--- config.mk ---
export PLATFORM = sky130hd
export DESIGN_NAME = integer_rate_changer_core
export DESIGN_NICKNAME = d
export VERILOG_FILES = /design/src/hw/rtl/irc_pkg.sv /design/src/hw/rtl/integer_rate_changer_core.sv /design/src/hw/rtl/irc_sdiv.sv
export SDC_FILE = /design/constraint.sdc
export NUM_CORES = 1
export LEC_CHECK = 0
export BUFFER_PORTS_ARGS = -buffer_cell sky130_fd_sc_hd__buf_2
export CORE_MARGIN = 1
export CORE_UTILIZATION = 40
export CTS_CLUSTER_SIZE = 30
export DETAILED_ROUTE_END_ITERATION = 16
export PLACE_DENSITY = 0.54
export SETUP_SLACK_MARGIN = 0.15
export SLEW_MARGIN = 10
export SYNTH_ARGS = -nofsm -noshare
export SYNTH_HDL_FRONTEND = slang
export SYNTH_SLANG_ARGS = --single-unit
--- constraint.sdc ---
create_clock -name clk_i -period 5.11 [get_ports clk_i]
set_input_delay 0 -clock clk_i [delete_from_list [all_inputs] [get_ports clk_i]]
set_output_delay 0 -clock clk_i [all_outputs]
set_load 0.05 [all_outputs]
--- src/hw/rtl/irc_pkg.sv ---
// Shared constants, types and state encodings of the integer rate changer.
`default_nettype none

package irc_pkg;

  // Defaults for the top-level parameters.
  localparam int DEF_MAX_FACTOR   = 64;
  localparam int DEF_SAMPLE_WIDTH = 16;

  // Configuration port layout and register indexes.
  localparam int CFG_IDX_W  = 1;
  localparam int CFG_DATA_W = 7;

  localparam logic [CFG_IDX_W-1:0] CFG_SLOW_MODE   = 1'b0;
  localparam logic [CFG_IDX_W-1:0] CFG_RATE_FACTOR = 1'b1;

  localparam logic [CFG_DATA_W-1:0] RATE_FACTOR_RESET = 7'd1;

  typedef enum logic [2:0] {
    ST_IDLE,
    ST_ADD,
    ST_LOAD,
    ST_WAIT,
    ST_EMIT
  } irc_state_e;

  typedef enum logic [1:0] {
    DIV_IDLE,
    DIV_NEG,
    DIV_RUN,
    DIV_DONE
  } div_state_e;

  // Requests from the controller to the serial divider.
  typedef struct packed {
    logic start;
    logic ack;
  } div_ctl_t;

  // Status from the serial divider back to the controller.
  typedef struct packed {
    logic busy;
    logic done;
  } div_stat_t;

endpackage

`default_nettype wire

--- src/hw/rtl/integer_rate_changer_core.sv ---
// Top level of the integer rate changer: hold upsampler and block averager.
//
// Usage: samples enter on the s_axis channel (tdata = in_sample, tlast = end of
// wave) and results leave on the m_axis channel (tdata = out_sample, tlast =
// last result caused by that input). Registers are written through the cfg
// channel (index 0 = slow_mode, index 1 = rate_factor); the user must write
// them only while the block is idle, which the block itself does not enforce.
// In slow mode every sample yields rate_factor beats, one per cycle while the
// receiver accepts them, the first after the EMIT state loads the output
// register. In fast mode an input beat passes bit-serially through the
// accumulator; a beat that closes a block adds the serial divider's sign pass
// and quotient pass. An incomplete block at the end of a wave is dropped
// without an accumulator pass. The output register frees the input side: the next
// sample is accepted while a finished result still waits. When the receiver
// stalls, the pending beat holds and the block waits before it loads another one.
// Reset is asynchronous: slow_mode returns to 0, rate_factor to 1, and the open
// block is cleared; no clearing pass is needed.
`default_nettype none

module integer_rate_changer_core
  import irc_pkg::*;
#(
  parameter int MAX_FACTOR   = DEF_MAX_FACTOR,
  parameter int SAMPLE_WIDTH = DEF_SAMPLE_WIDTH,
  localparam int TDW = ((SAMPLE_WIDTH + 7) / 8) * 8
) (
  input  wire logic                  clk_i,
  input  wire logic                  rst_ni,
  // Input samples.
  input  wire logic                  s_axis_tvalid_i,
  output      logic                  s_axis_tready_o,
  input  wire logic [TDW-1:0]        s_axis_tdata_i,  // [SAMPLE_WIDTH-1:0] in_sample, rest zero
  input  wire logic                  s_axis_tlast_i,  // wave_end
  // Results.
  output      logic                  m_axis_tvalid_o,
  input  wire logic                  m_axis_tready_i,
  output      logic [TDW-1:0]        m_axis_tdata_o,  // [SAMPLE_WIDTH-1:0] out_sample, rest zero
  output      logic                  m_axis_tlast_o,  // run_last
  // Register writes.
  input  wire logic                  cfg_valid_i,
  output      logic                  cfg_ready_o,
  input  wire logic [CFG_IDX_W-1:0]  cfg_index_i,
  input  wire logic [CFG_DATA_W-1:0] cfg_data_i
);

  localparam int SW   = SAMPLE_WIDTH;
  localparam int SUMW = SAMPLE_WIDTH + $clog2(MAX_FACTOR);
  localparam int FW   = $clog2(MAX_FACTOR + 1);
  localparam int CW   = $clog2(MAX_FACTOR);
  localparam int BCW  = $clog2(SUMW);

  irc_state_e state_q, state_d;

  logic                  slow_mode_q;
  logic [CFG_DATA_W-1:0] rate_q;

  logic [SUMW-1:0] sum_q;
  logic [SUMW-1:0] add_q;
  logic            carry_q;
  logic [CW-1:0]   count_q;
  logic [BCW-1:0]  bit_cnt_q;
  logic            close_q;
  logic [SW-1:0]   smp_q;
  logic [FW-1:0]   rep_q;

  logic            out_valid_q;
  logic [SW-1:0]   out_data_q;
  logic            out_last_q;

  logic [FW-1:0]   eff_f;
  logic [SW-1:0]   in_sample;
  logic            in_fire;
  logic [CW:0]     cnt_next;
  logic            blk_close;
  logic            bit_last;
  logic            sum_bit;
  logic            carry_d;
  logic            slot_free;
  logic            emit_load;
  logic            div_load;

  div_ctl_t        div_ctl;
  div_stat_t       div_stat;
  logic [SW-1:0]   div_quot;

  // A factor of zero acts as one, and anything above the limit as the limit.
  always_comb begin
    priority if (rate_q == '0) begin
      eff_f = FW'(1);
    end else if (rate_q > MAX_FACTOR) begin
      eff_f = FW'(MAX_FACTOR);
    end else begin
      eff_f = FW'(rate_q);
    end
  end

  assign in_sample = s_axis_tdata_i[SW-1:0];
  assign in_fire   = s_axis_tvalid_i && s_axis_tready_o;
  assign cnt_next  = (CW+1)'(count_q) + (CW+1)'(1);
  assign blk_close = (cnt_next >= eff_f);

  // One full-adder cell; the sum register rotates through it LSB first.
  assign bit_last = (bit_cnt_q == BCW'(SUMW - 1));
  assign sum_bit  = sum_q[0] ^ add_q[0] ^ carry_q;
  assign carry_d  = (sum_q[0] & add_q[0]) | (carry_q & (sum_q[0] ^ add_q[0]));

  assign slot_free = !out_valid_q || m_axis_tready_i;
  assign emit_load = (state_q == ST_EMIT) && slot_free;
  assign div_load  = (state_q == ST_WAIT) && div_stat.done && slot_free;

  assign div_ctl.start = (state_q == ST_LOAD);
  assign div_ctl.ack   = div_load;

  assign s_axis_tready_o = (state_q == ST_IDLE);
  assign cfg_ready_o     = 1'b1;
  assign m_axis_tvalid_o = out_valid_q;
  assign m_axis_tdata_o  = TDW'(out_data_q);
  assign m_axis_tlast_o  = out_last_q;

  irc_sdiv #(
    .MAX_FACTOR  (MAX_FACTOR),
    .SAMPLE_WIDTH(SAMPLE_WIDTH)
  ) u_sdiv (
    .clk_i     (clk_i),
    .rst_ni    (rst_ni),
    .ctl_i     (div_ctl),
    .dividend_i(sum_q),
    .divisor_i (eff_f),
    .stat_o    (div_stat),
    .quotient_o(div_quot)
  );

  always_comb begin
    state_d = state_q;
    unique case (state_q)
      ST_IDLE: begin
        if (in_fire) begin
          priority if (slow_mode_q) begin
            state_d = ST_EMIT;
          end else if (blk_close || !s_axis_tlast_i) begin
            state_d = ST_ADD;
          end else begin
            state_d = ST_IDLE;
          end
        end
      end
      ST_ADD: begin
        if (bit_last) begin
          state_d = close_q ? ST_LOAD : ST_IDLE;
        end
      end
      ST_LOAD: state_d = ST_WAIT;
      ST_WAIT: begin
        if (div_load) begin
          state_d = ST_IDLE;
        end
      end
      ST_EMIT: begin
        if (emit_load && rep_q == FW'(1)) begin
          state_d = ST_IDLE;
        end
      end
      default: state_d = ST_IDLE;
    endcase
  end

  always_ff @(posedge clk_i or negedge rst_ni) begin
    if (!rst_ni) begin
      state_q     <= ST_IDLE;
      slow_mode_q <= 1'b0;
      rate_q      <= RATE_FACTOR_RESET;
      sum_q       <= '0;
      count_q     <= '0;
      bit_cnt_q   <= '0;
      rep_q       <= '0;
      out_valid_q <= 1'b0;
    end else begin
      state_q <= state_d;

      if (cfg_valid_i && cfg_ready_o) begin
        unique case (cfg_index_i)
          CFG_SLOW_MODE:   slow_mode_q <= cfg_data_i[0];
          CFG_RATE_FACTOR: rate_q      <= cfg_data_i;
          default: begin
          end
        endcase
      end

      if (in_fire) begin
        bit_cnt_q <= '0;
        priority if (slow_mode_q) begin
          rep_q   <= eff_f;
          sum_q   <= '0;
          count_q <= '0;
        end else if (blk_close) begin
          count_q <= '0;
        end else if (s_axis_tlast_i) begin
          // The wave ended inside an open block: drop it.
          sum_q   <= '0;
          count_q <= '0;
        end else begin
          count_q <= cnt_next[CW-1:0];
        end
      end

      if (state_q == ST_ADD) begin
        sum_q     <= {sum_bit, sum_q[SUMW-1:1]};
        bit_cnt_q <= bit_cnt_q + BCW'(1);
      end

      // The divider latches the block sum in this cycle.
      if (state_q == ST_LOAD) begin
        sum_q <= '0;
      end

      if (emit_load) begin
        rep_q <= rep_q - FW'(1);
      end

      if (emit_load || div_load) begin
        out_valid_q <= 1'b1;
      end else if (m_axis_tready_i) begin
        out_valid_q <= 1'b0;
      end
    end
  end

  always_ff @(posedge clk_i) begin
    if (in_fire) begin
      smp_q   <= in_sample;
      add_q   <= {{(SUMW-SW){in_sample[SW-1]}}, in_sample};
      carry_q <= 1'b0;
      close_q <= blk_close;
    end
    if (state_q == ST_ADD) begin
      add_q   <= {add_q[SUMW-1], add_q[SUMW-1:1]};
      carry_q <= carry_d;
    end
    if (emit_load) begin
      out_data_q <= smp_q;
      out_last_q <= (rep_q == FW'(1));
    end else if (div_load) begin
      out_data_q <= div_quot;
      out_last_q <= 1'b1;
    end
  end

  a_fast_single_beat: assert property (@(posedge clk_i) disable iff (!rst_ni)
    (m_axis_tvalid_o && !slow_mode_q) |-> m_axis_tlast_o)
    else $error("averaged result without last marker");

  a_div_done_waits: assert property (@(posedge clk_i) disable iff (!rst_ni)
    div_stat.done |-> state_q == ST_WAIT)
    else $error("divider result while controller not waiting");

  a_div_start_free: assert property (@(posedge clk_i) disable iff (!rst_ni)
    div_ctl.start |-> !div_stat.busy && close_q)
    else $error("divider started while busy or without a closed block");

  a_slow_clears_sum: assert property (@(posedge clk_i) disable iff (!rst_ni)
    (in_fire && slow_mode_q) |=> sum_q == '0 && count_q == '0)
    else $error("block state not cleared by a slow mode sample");

  a_emit_count: assert property (@(posedge clk_i) disable iff (!rst_ni)
    (state_q == ST_EMIT) |-> rep_q != '0)
    else $error("repeat counter empty while emitting");

endmodule

`default_nettype wire

--- src/hw/rtl/irc_sdiv.sv ---
// Bit-serial signed divider with truncation toward zero and saturation to the sample range.
`default_nettype none

module irc_sdiv
  import irc_pkg::*;
#(
  parameter int MAX_FACTOR   = DEF_MAX_FACTOR,
  parameter int SAMPLE_WIDTH = DEF_SAMPLE_WIDTH,
  localparam int SUMW = SAMPLE_WIDTH + $clog2(MAX_FACTOR),
  localparam int FW   = $clog2(MAX_FACTOR + 1)
) (
  input  wire logic                    clk_i,
  input  wire logic                    rst_ni,
  input  wire div_ctl_t                ctl_i,
  input  wire logic [SUMW-1:0]         dividend_i,
  input  wire logic [FW-1:0]           divisor_i,
  output      div_stat_t               stat_o,
  output      logic [SAMPLE_WIDTH-1:0] quotient_o
);

  localparam int BCW = $clog2(SUMW);
  localparam int SW  = SAMPLE_WIDTH;

  div_state_e state_q, state_d;

  logic [SUMW-1:0] dvd_q;
  logic [FW-1:0]   div_q;
  logic [FW-1:0]   rem_q;
  logic [BCW-1:0]  cnt_q;
  logic            neg_q;
  logic            seen_q;

  logic            cnt_last;
  logic            neg_bit;
  logic [FW:0]     rem_sh;
  logic            rem_ge;
  logic [FW-1:0]   rem_sub;
  logic            ovf_pos;
  logic            ovf_neg;

  assign cnt_last = (cnt_q == BCW'(SUMW - 1));

  // Serial two's complement negation: invert every bit after the first one.
  assign neg_bit = dvd_q[0] ^ (neg_q & seen_q);

  // One restoring step: shift the next dividend bit into the remainder.
  // The difference is below the divisor whenever it is taken, so its low bits suffice.
  assign rem_sh  = {rem_q, dvd_q[SUMW-1]};
  assign rem_ge  = (rem_sh >= {1'b0, div_q});
  assign rem_sub = rem_sh[FW-1:0] - div_q;

  // The magnitude can exceed the sample range when the factor was lowered mid-block.
  assign ovf_pos = |dvd_q[SUMW-1:SW-1];
  assign ovf_neg = (|dvd_q[SUMW-1:SW]) || (dvd_q[SW-1] && (|dvd_q[SW-2:0]));

  always_comb begin
    priority if (!neg_q && ovf_pos) begin
      quotient_o = {1'b0, {(SW-1){1'b1}}};
    end else if (neg_q && ovf_neg) begin
      quotient_o = {1'b1, {(SW-1){1'b0}}};
    end else if (neg_q) begin
      quotient_o = SW'(0) - dvd_q[SW-1:0];
    end else begin
      quotient_o = dvd_q[SW-1:0];
    end
  end

  assign stat_o.busy = (state_q != DIV_IDLE);
  assign stat_o.done = (state_q == DIV_DONE);

  always_comb begin
    state_d = state_q;
    unique case (state_q)
      DIV_IDLE: begin
        if (ctl_i.start) begin
          state_d = DIV_NEG;
        end
      end
      DIV_NEG: begin
        if (cnt_last) begin
          state_d = DIV_RUN;
        end
      end
      DIV_RUN: begin
        if (cnt_last) begin
          state_d = DIV_DONE;
        end
      end
      DIV_DONE: begin
        if (ctl_i.ack) begin
          state_d = DIV_IDLE;
        end
      end
      default: state_d = DIV_IDLE;
    endcase
  end

  always_ff @(posedge clk_i or negedge rst_ni) begin
    if (!rst_ni) begin
      state_q <= DIV_IDLE;
      cnt_q   <= '0;
    end else begin
      state_q <= state_d;
      if (state_q == DIV_NEG || state_q == DIV_RUN) begin
        cnt_q <= cnt_last ? '0 : cnt_q + BCW'(1);
      end else begin
        cnt_q <= '0;
      end
    end
  end

  always_ff @(posedge clk_i) begin
    unique case (state_q)
      DIV_IDLE: begin
        if (ctl_i.start) begin
          dvd_q  <= dividend_i;
          div_q  <= divisor_i;
          neg_q  <= dividend_i[SUMW-1];
          seen_q <= 1'b0;
        end
      end
      DIV_NEG: begin
        dvd_q  <= {neg_bit, dvd_q[SUMW-1:1]};
        seen_q <= seen_q | dvd_q[0];
        rem_q  <= '0;
      end
      DIV_RUN: begin
        dvd_q <= {dvd_q[SUMW-2:0], rem_ge};
        rem_q <= rem_ge ? rem_sub : rem_sh[FW-1:0];
      end
      DIV_DONE: begin
      end
      default: begin
      end
    endcase
  end

  a_start_idle: assert property (@(posedge clk_i) disable iff (!rst_ni)
    ctl_i.start |-> state_q == DIV_IDLE)
    else $error("divider started while busy");

  a_rem_below_divisor: assert property (@(posedge clk_i) disable iff (!rst_ni)
    (state_q == DIV_RUN) |-> rem_q < div_q)
    else $error("partial remainder not below divisor");

  a_done_holds: assert property (@(posedge clk_i) disable iff (!rst_ni)
    (stat_o.done && !ctl_i.ack) |=> stat_o.done && $stable(quotient_o))
    else $error("quotient dropped before acknowledge");

endmodule

`default_nettype wire
==> summary.md, run 1 <==
| Metric | Value |
|---|---|
| Outcome | `completed` |
| Die Wd | `about 140 µm` |
| Initial antenna violation count | `0` |
| CTS Sinks | `approximately 150` |
| Asr flop ratio synth | `between 30% and 40%` |
| First-pass GRT wire length | `~28000 µm` |
| Avg Synthesized Cell Area | `11.2 µm²` |
| Pleak | `about 3.5 nW` |
| Row cnt | `just under 50` |
| FF/Latch Area | `approximately 4300 µm²` |
| Combinational share of power | `25.3%` |
| Setup TNS | `0 ns` |
| Initial Utilization | `between 40% and 50%` |
| Top cell family by delay on the critical path | `buffers and inverters` |
| Hold/Removal Path Class | `in -> reg` |
| Final setup violation count | `0` |
| CTS tree | `yes` |
| Cell breakdown of the critical path | `nor3_1 > nand2_1 > inv_1 > nor2_1 > inv_1` |
| Most common cell after layout, fill and taps aside | `edfxtp_1` |
| Synth Register Bits | `roughly 150` |
| F_max | `between 300 and 400 MHz` |
| Initial drt markers | `~360` |
| Crit path setup slack, layout | `about 2.2 ns` |
| Num CTS Buffers | `17` |
| Core footprint | `approximately 18000 µm²` |
| Net switching component of the power | `1.40 mW` |
| Element type at the critical path end | `flip-flop` |
| Worst EP arrival | `approximately 3.0 ns` |
| Synth area leaders | `edfxtp_1, dfrtp_1, ha_1, nand2_1, a22o_1` |
| P&R area growth vs syn | `16.3%` |
| Peak VDD IR | `roughly 0.24 mV` |
| Sequential fraction of the synthesis area | `between 50% and 60%` |
| Clock Tree Root | `clkbuf_16` |
| Global Route Usage Sum | `18.3%` |
| Nets | `~800` |
| Post-Syn Nets | `735` |
| PD cells | `around 450 nW/µm²` |
| Port buffer count | `48` |
| ANT nets after route | `0` |
| 1st-pass router iterations | `5` |
| Final Hold Viols | `0` |
| Critical Path Stages | `5` |
| Tcrit/Tclk final | `roughly 58%` |
| Clk pwr share | `between 20 and 30%` |
| Fin crit period | `2.95 ns` |
| Vias in the first global route | `5330` |
| Die span in y | `about 140 µm` |
| CP Max Fanout | `22` |
| Routed vias/inst | `5.58` |
| Clk_skew | `between 0.008 and 0.009 ns` |
| Crit-path most repeated cell | `inv_1` |
| Number of synthesized flops with an enable pin | `95` |
| GP Congestion | `between 0.8 and 0.9` |
| Mapped Area | `roughly 7600 µm²` |
| Yosys top cell by area | `edfxtp_1` |
| H-tree levels | `4` |
| Drt drc | `0` |
| Switching part of the total power | `a little over a third` |
| HPWL Detailed | `between 10000 and 15000 µm` |
| Global route overflow | `0` |
| Rel. slew slack | `approximately a quarter` |
| Antenna cells | `0` |
| Most frequent cells in the layout | `edfxtp_1, nand2_1, dfrtp_1` |
| I/O Pins | `50` |
| Unrepaired setup endpoints after global routing | `no` |
| Total Routed Length | `between 15000 and 20000 µm` |
| # Post-CTS Setup Buffers | `0` |
| Multi-input logic area | `2990 µm²` |
| Slowest stage delay, CP | `approximately 0.67 ns` |
| Filler cells | `roughly 1700` |
| Core Util, Final | `48.2%` |
| Placement Setup Slack | `between 2 and 2.5 ns` |
| Clk_lat worst skew | `approximately 0.42 ns` |
| Worst-Margin Slew | `between 1 and 1.5 ns` |
| Post-synth top area share | `37.7%` |
| Largest net degree at the start of global routing | `60` |
| Buf+Inv Stages, Crit Path | `2` |
| Clock slew at reported path FFs | `0.07 ns` |
| Flop pwr share | `~45%` |
| Via Count | `between 5000 and 6000` |
| Total Die Area | `19500 µm²` |
| WL per Instance | `around 17 µm` |
| Bufs on Longest Clock Path | `2` |
| Post-synthesis cell type count | `66` |
| Pint | `between 2 and 3 mW` |
| Synth Instances | `675` |
| Final Slew Violations | `0` |
| Main synth FF type | `edfxtp_1` |
| Layout cells sized above 1 | `14.8%` |
| R2r worst-path depth | `5` |
| Crit path required time | `5.16 ns` |
| Worst setup SP type | `flip-flop` |
| CP Class | `reg -> reg` |
| YS warnings | `0` |
| Slowest CP cell | `inv_1` |
| Hold Path Cell Cnt | `3` |
| Total of max-cap violations | `0` |
==> per-stage QoR <==
stage / total power [mW] / instance area (µm²) / std cells / hold slack (ns)
detailed placement: 2.81 / 7990 / 919 / 0.200
global placement: 2.78 / 7990 / 919 / 0.208
floorplan: 2.52 / 7570 / 675 / -0.296
CTS: 4.01 / 8800 / 978 / 0.120
finish: 3.97 / 8800 / 978 / 0.133
global route: 4.18 / 8800 / 978 / 0.142
==> tightest hold or removal path: stages <==
cell	delay [ns]
buf_2	0.07
nor2b_1	0.11
or2_2	0.32
==> cells in the mapped netlist, drive strengths merged, types with 2 or more instances <==
master,number
o22ai,3
ha,28
a21oi,34
o21ai,40
or4,8
nand2b,8
o311ai,2
a22o,25
a211oi,7
o2bb2ai,2
edfxtp,95
nand3,17
xnor2,7
a31oi,5
xor2,16
nor4b,4
nor4,2
and2,3
nand4b,2
nand2,68
o21a,12
and3,5
mux2,10
buf,7
a22oi,21
dfrtp,58
nor2b,6
mux2i,2
fa,2
o31a,6
a21o,7
or2,5
o41ai,2
clkbuf,30
or3,4
nor2,55
o311a,2
nand4,2
o31ai,7
o211ai,4
nor3,8
inv,30
==> metal layers <==
layer | global-route usage [%] | vias up | part of all wire [%]
met2 | 27.7 | 143 | 45
li1 | - | 2615 | -
met3 | 3.44 | 21 | 4.3
met1 | 26.1 | 2677 | 49
met4 | 6.94 | 0 | 1.9
met5 | 0 | - | 0
==> worst paths after layout <==
path | to | from | slack (ns)
max | add_q[10] | state_q[2] | 2.16
min | m_axis_tvalid_o | m_axis_tready_i | 0.13
max reg2reg | add_q[10] | state_q[2] | 2.16
min reg2reg | u_sdiv.cnt_q[0] | u_sdiv.cnt_q[0] | 0.49
max in group asynchronous | state_q[2] | rst_ni | 4.32
min in group asynchronous | u_sdiv.cnt_q[2] | rst_ni | 0.28
==> timing repair <==
| item | CTS | global route |
|---|---|---|
| hold buffers | 27 | 0 |
| gates resized for setup | 0 | 0 |
| endpoints found under the hold margin | 105 | 0 |
==> layout make-up <==
type                            count  share of cell area [%]
Tap cell                          229                    3.26
Sequential cell                   154                    49.2
Multi-Input combinational cell    454                    33.9
Timing Repair Buffer               79                    6.14
Inverter                           30                    1.28
Clock inverter                     14                    1.31
Clock buffer                       18                    4.88
==> registers in the layout (all words and copies together), names as in the netlist, 2 cells and up <==
name,cells
add_q,22
u_sdiv.state_q,2
count_q,6
u_sdiv.rem_q,7
smp_q,16
m_axis_tdata_o,16
u_sdiv.dvd_q,22
rate_q,7
u_sdiv.cnt_q,5
rep_q,7
state_q,3
bit_cnt_q,5
sum_q,22
u_sdiv.div_q,7
==> power by group through the flow <==
stage / Sequential, mW / Clock, mW / Combinational, mW
6_report: 1.79 / 1.18 / 1.00
5_1_grt: 1.82 / 1.26 / 1.10
4_1_cts: 1.79 / 1.20 / 1.02
3_5_place_dp: 1.81 / 0 / 0.996
3_3_place_gp: 1.80 / 0 / 0.979
2_1_floorplan: 1.97 / 0 / 0.543
==> logic make-up after synthesis <==
kind of cell,count (synthesis),share of synthesized area [%]
adders and majority gates,30,5.16
DFF,154,57.2
and+or+nand+nor,202,12.9
other,1,0.0495
xor gates and xnor gates,23,2.66
AOI/OAI and AO/OA,186,16.7
muxes,12,1.75
buffers and inverters,67,3.52
(Power assumes the default switching activity.)
==> inputs of run 2 (changes only) <==
clock period = 3.05 ns   (was 5.11 ns; I/O delays follow)
==> run 2 against run 1 <==
  * Critical path type unchanged
  * Largest power group unchanged
  * Power increased by 72%
  * Die area unchanged
  * Worst setup slack got worse by 1.8 ns
==> summary.md, run 2 (synthesis gave the netlist of run 1 again) <==
| Metric | Value |
|---|---|
| Layout cells sized above 1 | `between 15 and 20%` |
| CP Class | `reg -> reg` |
| WL per Instance | `roughly 17 µm` |
| Multi-input logic area | `roughly 3000 µm²` |
| Worst setup SP type | `flip-flop` |
| Most frequent cells in the layout | `edfxtp_1, nand2_1, dfrtp_1` |
| Final Hold Viols | `0` |
| Hold/Removal Path Class | `in -> reg` |
| Routed vias/inst | `around 5.5` |
| Fin crit period | `roughly 2.7 ns` |
| Vias in the first global route | `approximately 5300` |
| Clk_skew | `between 0.015 and 0.02 ns` |
| Peak VDD IR | `around 0.42 mV` |
| FF/Latch Area | `~4300 µm²` |
| Most common cell after layout, fill and taps aside | `edfxtp_1` |
| Final Non-Filler Cells | `987` |
| Global Route Usage Sum | `~18%` |
| H-tree levels | `4` |
| Post-Place Cells | `approximately 930` |
| Slowest CP cell | `edfxtp_1` |
| Clk_lat worst skew | `roughly 0.43 ns` |
| Outcome | `completed` |
| Clock Tree Root | `clkbuf_16` |
| F_max | `367 MHz` |
| Global route overflow | `0` |
| Pleak | `roughly 3.6 nW` |
| CP Max Fanout | `7` |
| Final setup violation count | `0` |
| Port buffer count | `48` |
| Top cell family by delay on the critical path | `simple AND/OR/NAND/NOR gates` |
| Die span in y | `~140 µm` |
| Total Die Area | `around 19000 µm²` |
| CTS Sinks | `between 150 and 200` |
| Worst EP arrival | `~2.9 ns` |
| Initial Utilization | `41.4%` |
| Final Slew Violations | `0` |
| Die Wd | `140 µm` |
| Buf+Inv Stages, Crit Path | `1` |
| Element type at the critical path end | `flip-flop` |
| Setup TNS | `0 ns` |
| Core footprint | `between 15000 and 20000 µm²` |
| ANT nets after route | `0` |
| Unrepaired setup endpoints after global routing | `no` |
| Largest net degree at the start of global routing | `60` |
| HPWL Detailed | `roughly 11000 µm` |
| Slowest stage delay, CP | `about 0.50 ns` |
| Drt drc | `0` |
| Total Routed Length | `16400 µm` |
| Num CTS Buffers | `17` |
| Bufs on Longest Clock Path | `2` |
| 1st-pass router iterations | `4` |
| Initial antenna violation count | `0` |
| Cell breakdown of the critical path | `inv_1 > ha_1 > or4b_1 > or2_2 > o31a_1 > and2_4 > a221o_1` |
| Via Count | `roughly 5400` |
| Tcrit/Tclk final | `between 80% and 90%` |
| Filler cells | `1700` |
| Clock slew at reported path FFs | `0.07 ns` |
| Worst-Margin Slew | `0.810 ns` |
| Largest regs | `add_q (22), sum_q (22), u_sdiv.dvd_q (22)` |
| PD cells | `between 700 and 800 nW/µm²` |
| Antenna cells | `0` |
| First-pass GRT wire length | `27700 µm` |
| P&R area growth vs syn | `18.1%` |
| Rel. slew slack | `46.0%` |
| Total of max-cap violations | `0` |
| CTS tree | `yes` |
| Nets | `around 810` |
| GP Congestion | `about 0.84` |
| # Post-CTS Setup Buffers | `0` |
| Row cnt | `between 40 and 50` |
| Initial drt markers | `around 330` |
| Crit path required time | `between 3 and 4 ns` |
| I/O Pins | `50` |
[run 2: cell types whose count changed in the layout (fill, tap and decap cells not counted), sizes merged]
cell      change
buf           +9
bufinv        +1
clkinv        -1
clkinvlp      -2
inv           +2
[run 2: cell type report]
type	instances	share of cell area, %
timing repair buffer	88	6.94
inverter	30	1.26
clock buffer	18	4.80
clock inverter	14	1.72
sequential	154	48.4
multi-input combinational	454	33.6
tap	229	3.21
[run 2: metal layers]
layer / up-vias / global-route usage, % / share of wire, %
li1: 2629 / - / -
met1: 2645 / 25.2 / 50
met2: 98 / 27.9 / 46
met3: 13 / 3.92 / 3.2
met4: 0 / 5.67 / 1.2
met5: - / 0 / 0
[run 2: stage by stage]
stage | area (µm²) | power, mW | hold WS [ns] | utilization, % | setup slack (ns)
CTS | 8920 | 6.87 | 0.0435 | 48.8 | 0.240
global placement | 8070 | 4.71 | 0.199 | 44.2 | 0.359
detailed placement | 8070 | 4.74 | 0.196 | 44.2 | 0.267
floorplan | 7570 | 4.22 | -0.296 | - | 0.160
global route | 8940 | 7.16 | 0.0683 | 48.9 | 0.189
finish | 8940 | 6.81 | 0.0554 | 48.9 | 0.327
[run 2: what timing repair did]
action / 4_1_cts / 5_1_grt
gates resized for setup: 0 / 4
hold buffers: 27 / 0
setup endpoints to repair: 0 / 6
endpoints found under the hold margin: 105 / 0
[run 2: worst paths after layout]
kind	end	slack, ns	startpoint	cells after the start
worst min register to register	u_sdiv.cnt_q[0]	0.49	u_sdiv.cnt_q[0]	1
max in group asynchronous	sum_q[21]	2.24	rst_ni	3
worst max-delay path	m_axis_tdata_o[15]	0.33	u_sdiv.dvd_q[0]	7
worst max register to register	m_axis_tdata_o[15]	0.33	u_sdiv.dvd_q[0]	7
worst min-delay path	add_q[21]	0.06	s_axis_tvalid_i	4
min in group asynchronous	u_sdiv.cnt_q[2]	0.29	rst_ni	3
[run 2: power by group]
part           total, mW  internal (mW)  leakage (nW)  switching [mW]
clock               2.10           1.16         0.287           0.937
sequential          2.98           2.76          1.66           0.218
combinational       1.73          0.515          1.69            1.22
total               6.81           4.44          3.63            2.37
[run 2: worst reg2reg max path: cells and delay by family, from the launching register on]
kind / cells / cell delay (ns)
buffers and inverters: 1 / 0.14
AO/OA/AOI/OAI: 2 / 0.62
adder cells (fa/ha/maj): 1 / 0.21
flip-flops: 1 / 0.50
AND/OR/NAND/NOR: 3 / 1.02
==> inputs of run 3 (changes only) <==
REMOVE_ABC_BUFFERS = 1   (was not set)
==> run 3 against run 2 <==
  * Critical path depth stayed put
  * Final cell count is 0.51% higher
  * Register-to-register slack worse by 0.05 ns
  * Hold slack improved by 0.0082 ns
  * Sequential power hardly changed
  * Wire length rose by 1.8%
  * Non-clock buffer count is 5 higher
  * Die area did not move
  * Utilization is 0.17 points higher
  * First-iteration DRC count increased by 60%
  * Clock power up 3%
  * Critical endpoint unchanged
  * Largest power group unchanged
==> summary.md, run 3 (synthesis gave the netlist of run 1 again) <==
| Metric | Value |
|---|---|
| Hold Path Cell Cnt | `4` |
| Rel. slew slack | `a little under half` |
| Num CTS Buffers | `17` |
| Routed vias/inst | `~5.5` |
| Hold_ws | `about 0.064 ns` |
| Element type at the critical path end | `flip-flop` |
| Most Used Layer, Global Route | `met2` |
| Clk_skew | `~0.012 ns` |
| Row cnt | `49` |
| Worst-Margin Slew | `about 0.8 ns` |
| Reg2Reg Launch Point | `u_sdiv.dvd_q[1]` |
| Global route overflow | `0` |
| Final Slew Violations | `0` |
| H-tree levels | `4` |
| First-pass GRT wire length | `around 28000 µm` |
| Worst EP arrival | `2.94 ns` |
| F_max | `361 MHz` |
| Crit path setup slack, layout | `about 0.28 ns` |
| Unrepaired setup endpoints after global routing | `yes` |
| Tcrit/Tclk final | `between 90% and 100%` |
| CP Class | `reg -> reg` |
| Layout cells sized above 1 | `between 10% and 20%` |
| 1st-pass router iterations | `5` |
| GP Congestion | `~0.86` |
| Core Util, Final | `roughly half` |
| R2r worst-path depth | `7` |
| Clock slew at reported path FFs | `0.06 ns` |
| Outcome | `completed` |
| GR Util met2 | `28.3%` |
| Nets | `810` |
| CTS tree | `yes` |
| ANT nets after route | `0` |
| Final setup violation count | `0` |
| Antenna cells | `0` |
| Most frequent cells in the layout | `edfxtp_1, nand2_1, dfrtp_1` |
| Largest net degree at the start of global routing | `52` |
| Worst R2R Setup Slack | `approximately 0.28 ns` |
| Die span in y | `approximately 140 µm` |
| P&R area growth vs syn | `18.5%` |
| Initial Utilization | `slightly above 40%` |
| Die Wd | `about 140 µm` |
| Vias in the first global route | `between 5000 and 6000` |
| PD cells | `about 770 nW/µm²` |
| Total Die Area | `slightly below 20000 µm²` |
| Top cell family by delay on the critical path | `simple AND/OR/NAND/NOR gates` |
| Worst setup SP type | `flip-flop` |
| Crit path required time | `3.22 ns` |
| Slowest CP cell | `edfxtp_1` |
| CTS Sinks | `approximately 150` |
| Pleak | `between 3 and 4 nW` |
| Total Routed Length | `about 17000 µm` |
| Global Route Usage Sum | `a little under a fifth` |
| HPWL Detailed | `~11000 µm` |
| Clock Tree Root | `clkbuf_16` |
| Critical R2R Capture | `m_axis_tdata_o[15]` |
| Port buffer count | `48` |
| Worst hold start | `s_axis_tvalid_i` |
| I/O Pins | `50` |
| Bufs on Longest Clock Path | `2` |
| Filler cells | `between 1500 and 2000` |
| Peak VDD IR | `0.456 mV` |
| Clk_lat worst skew | `around 0.43 ns` |
| Total of max-cap violations | `0` |
| Final Non-Filler Cells | `between 900 and 1000` |
| Post-Place Cells | `930` |
| M3 GR Usage | `between 3 and 4%` |
| CP Max Fanout | `7` |
| Initial drt markers | `526` |
| Initial antenna violation count | `0` |
| Core footprint | `roughly 18000 µm²` |
| Drt drc | `0` |
| Largest regs | `add_q (22), sum_q (22), u_sdiv.dvd_q (22)` |
| Hold/Removal Path Class | `in -> reg` |
| Placement Setup Slack | `0.215 ns` |
| Final Hold Viols | `0` |
| WHS Endpoint | `add_q[21]` |
| M1 GR Usage | `25.7%` |
| Slowest stage delay, CP | `0.49 ns` |
| Most common cell after layout, fill and taps aside | `edfxtp_1` |
| WL per Instance | `16.8 µm` |
| Cell breakdown of the critical path | `inv_1 > ha_1 > or4b_1 > or2_2 > o31a_1 > and2_4 > a221o_1` |
| Via Count | `5454` |
| Fin crit period | `roughly 2.8 ns` |
| Buf+Inv Stages, Crit Path | `1` |
-- run 3: cell types whose count changed in the layout (fill, tap and decap cells not counted), sizes merged --
cell and change:
clkbuf -1, bufinv +1, buf +5
-- run 3: layout make-up --
cell class / instances / area (µm²) / share of cell area [%]
Clock buffer: 17 / 425 / 4.74
Clock inverter: 15 / 178 / 1.98
Inverter: 30 / 113 / 1.26
Multi-Input combinational cell: 454 / 2990 / 33.4
Sequential cell: 154 / 4330 / 48.3
Tap cell: 229 / 287 / 3.19
Timing Repair Buffer: 93 / 646 / 7.20
-- run 3: power breakdown --
part / switching [mW] / total, mW / leakage, nW / internal, mW
Sequential: 0.217 / 2.98 / 1.66 / 2.76
Clock: 0.922 / 2.16 / 0.299 / 1.24
Combinational: 1.22 / 1.75 / 1.71 / 0.526
-- run 3: per-layer routing --
metal	routed length (µm)	up-vias	part of all wire, %
li1	-	2633	-
met1	8250	2694	49
met2	7650	115	46
met3	627	12	3.8
met4	165	0	0.99
met5	0	-	0
-- run 3: how the worst max path moves through the flow --
| stage | startpoint | endpoint | slack (ns) | cells after the start |
|---|---|---|---|---|
| 6_report | u_sdiv.dvd_q[1] | m_axis_tdata_o[15] | 0.28 | 7 |
| 5_1_grt | count_q[2] | count_q[0] | 0.15 | 9 |
| 4_1_cts | count_q[0] | count_q[1] | 0.19 | 9 |
| 3_5_place_dp | count_q[0] | count_q[1] | 0.21 | 9 |
| 3_3_place_gp | count_q[0] | count_q[2] | 0.29 | 9 |
| 2_1_floorplan | state_q[0] | add_q[0] | -1.0 | 4 |
-- run 3: worst min-delay path, stage by stage --
cell	delay [ns]
buf_2	0.07
nand2_1	0.04
buf_4	0.18
inv_1	0.07
-- run 3: repair_timing --
action,in CTS,in global routing
hold endpoints to repair,78,0
resized for setup,0,2
setup endpoints to repair,0,7
hold buffers,27,0
buffers inserted,0,3
-- run 3: per-stage QoR --
stage	total power, mW	setup TNS [ns]	area, µm²
CTS	6.96	0	8940
detailed placement	4.75	0	8070
floorplan	4.17	-34.11	7410
global placement	4.73	0	8070
global route	7.24	0	8970
finish	6.89	0	8970
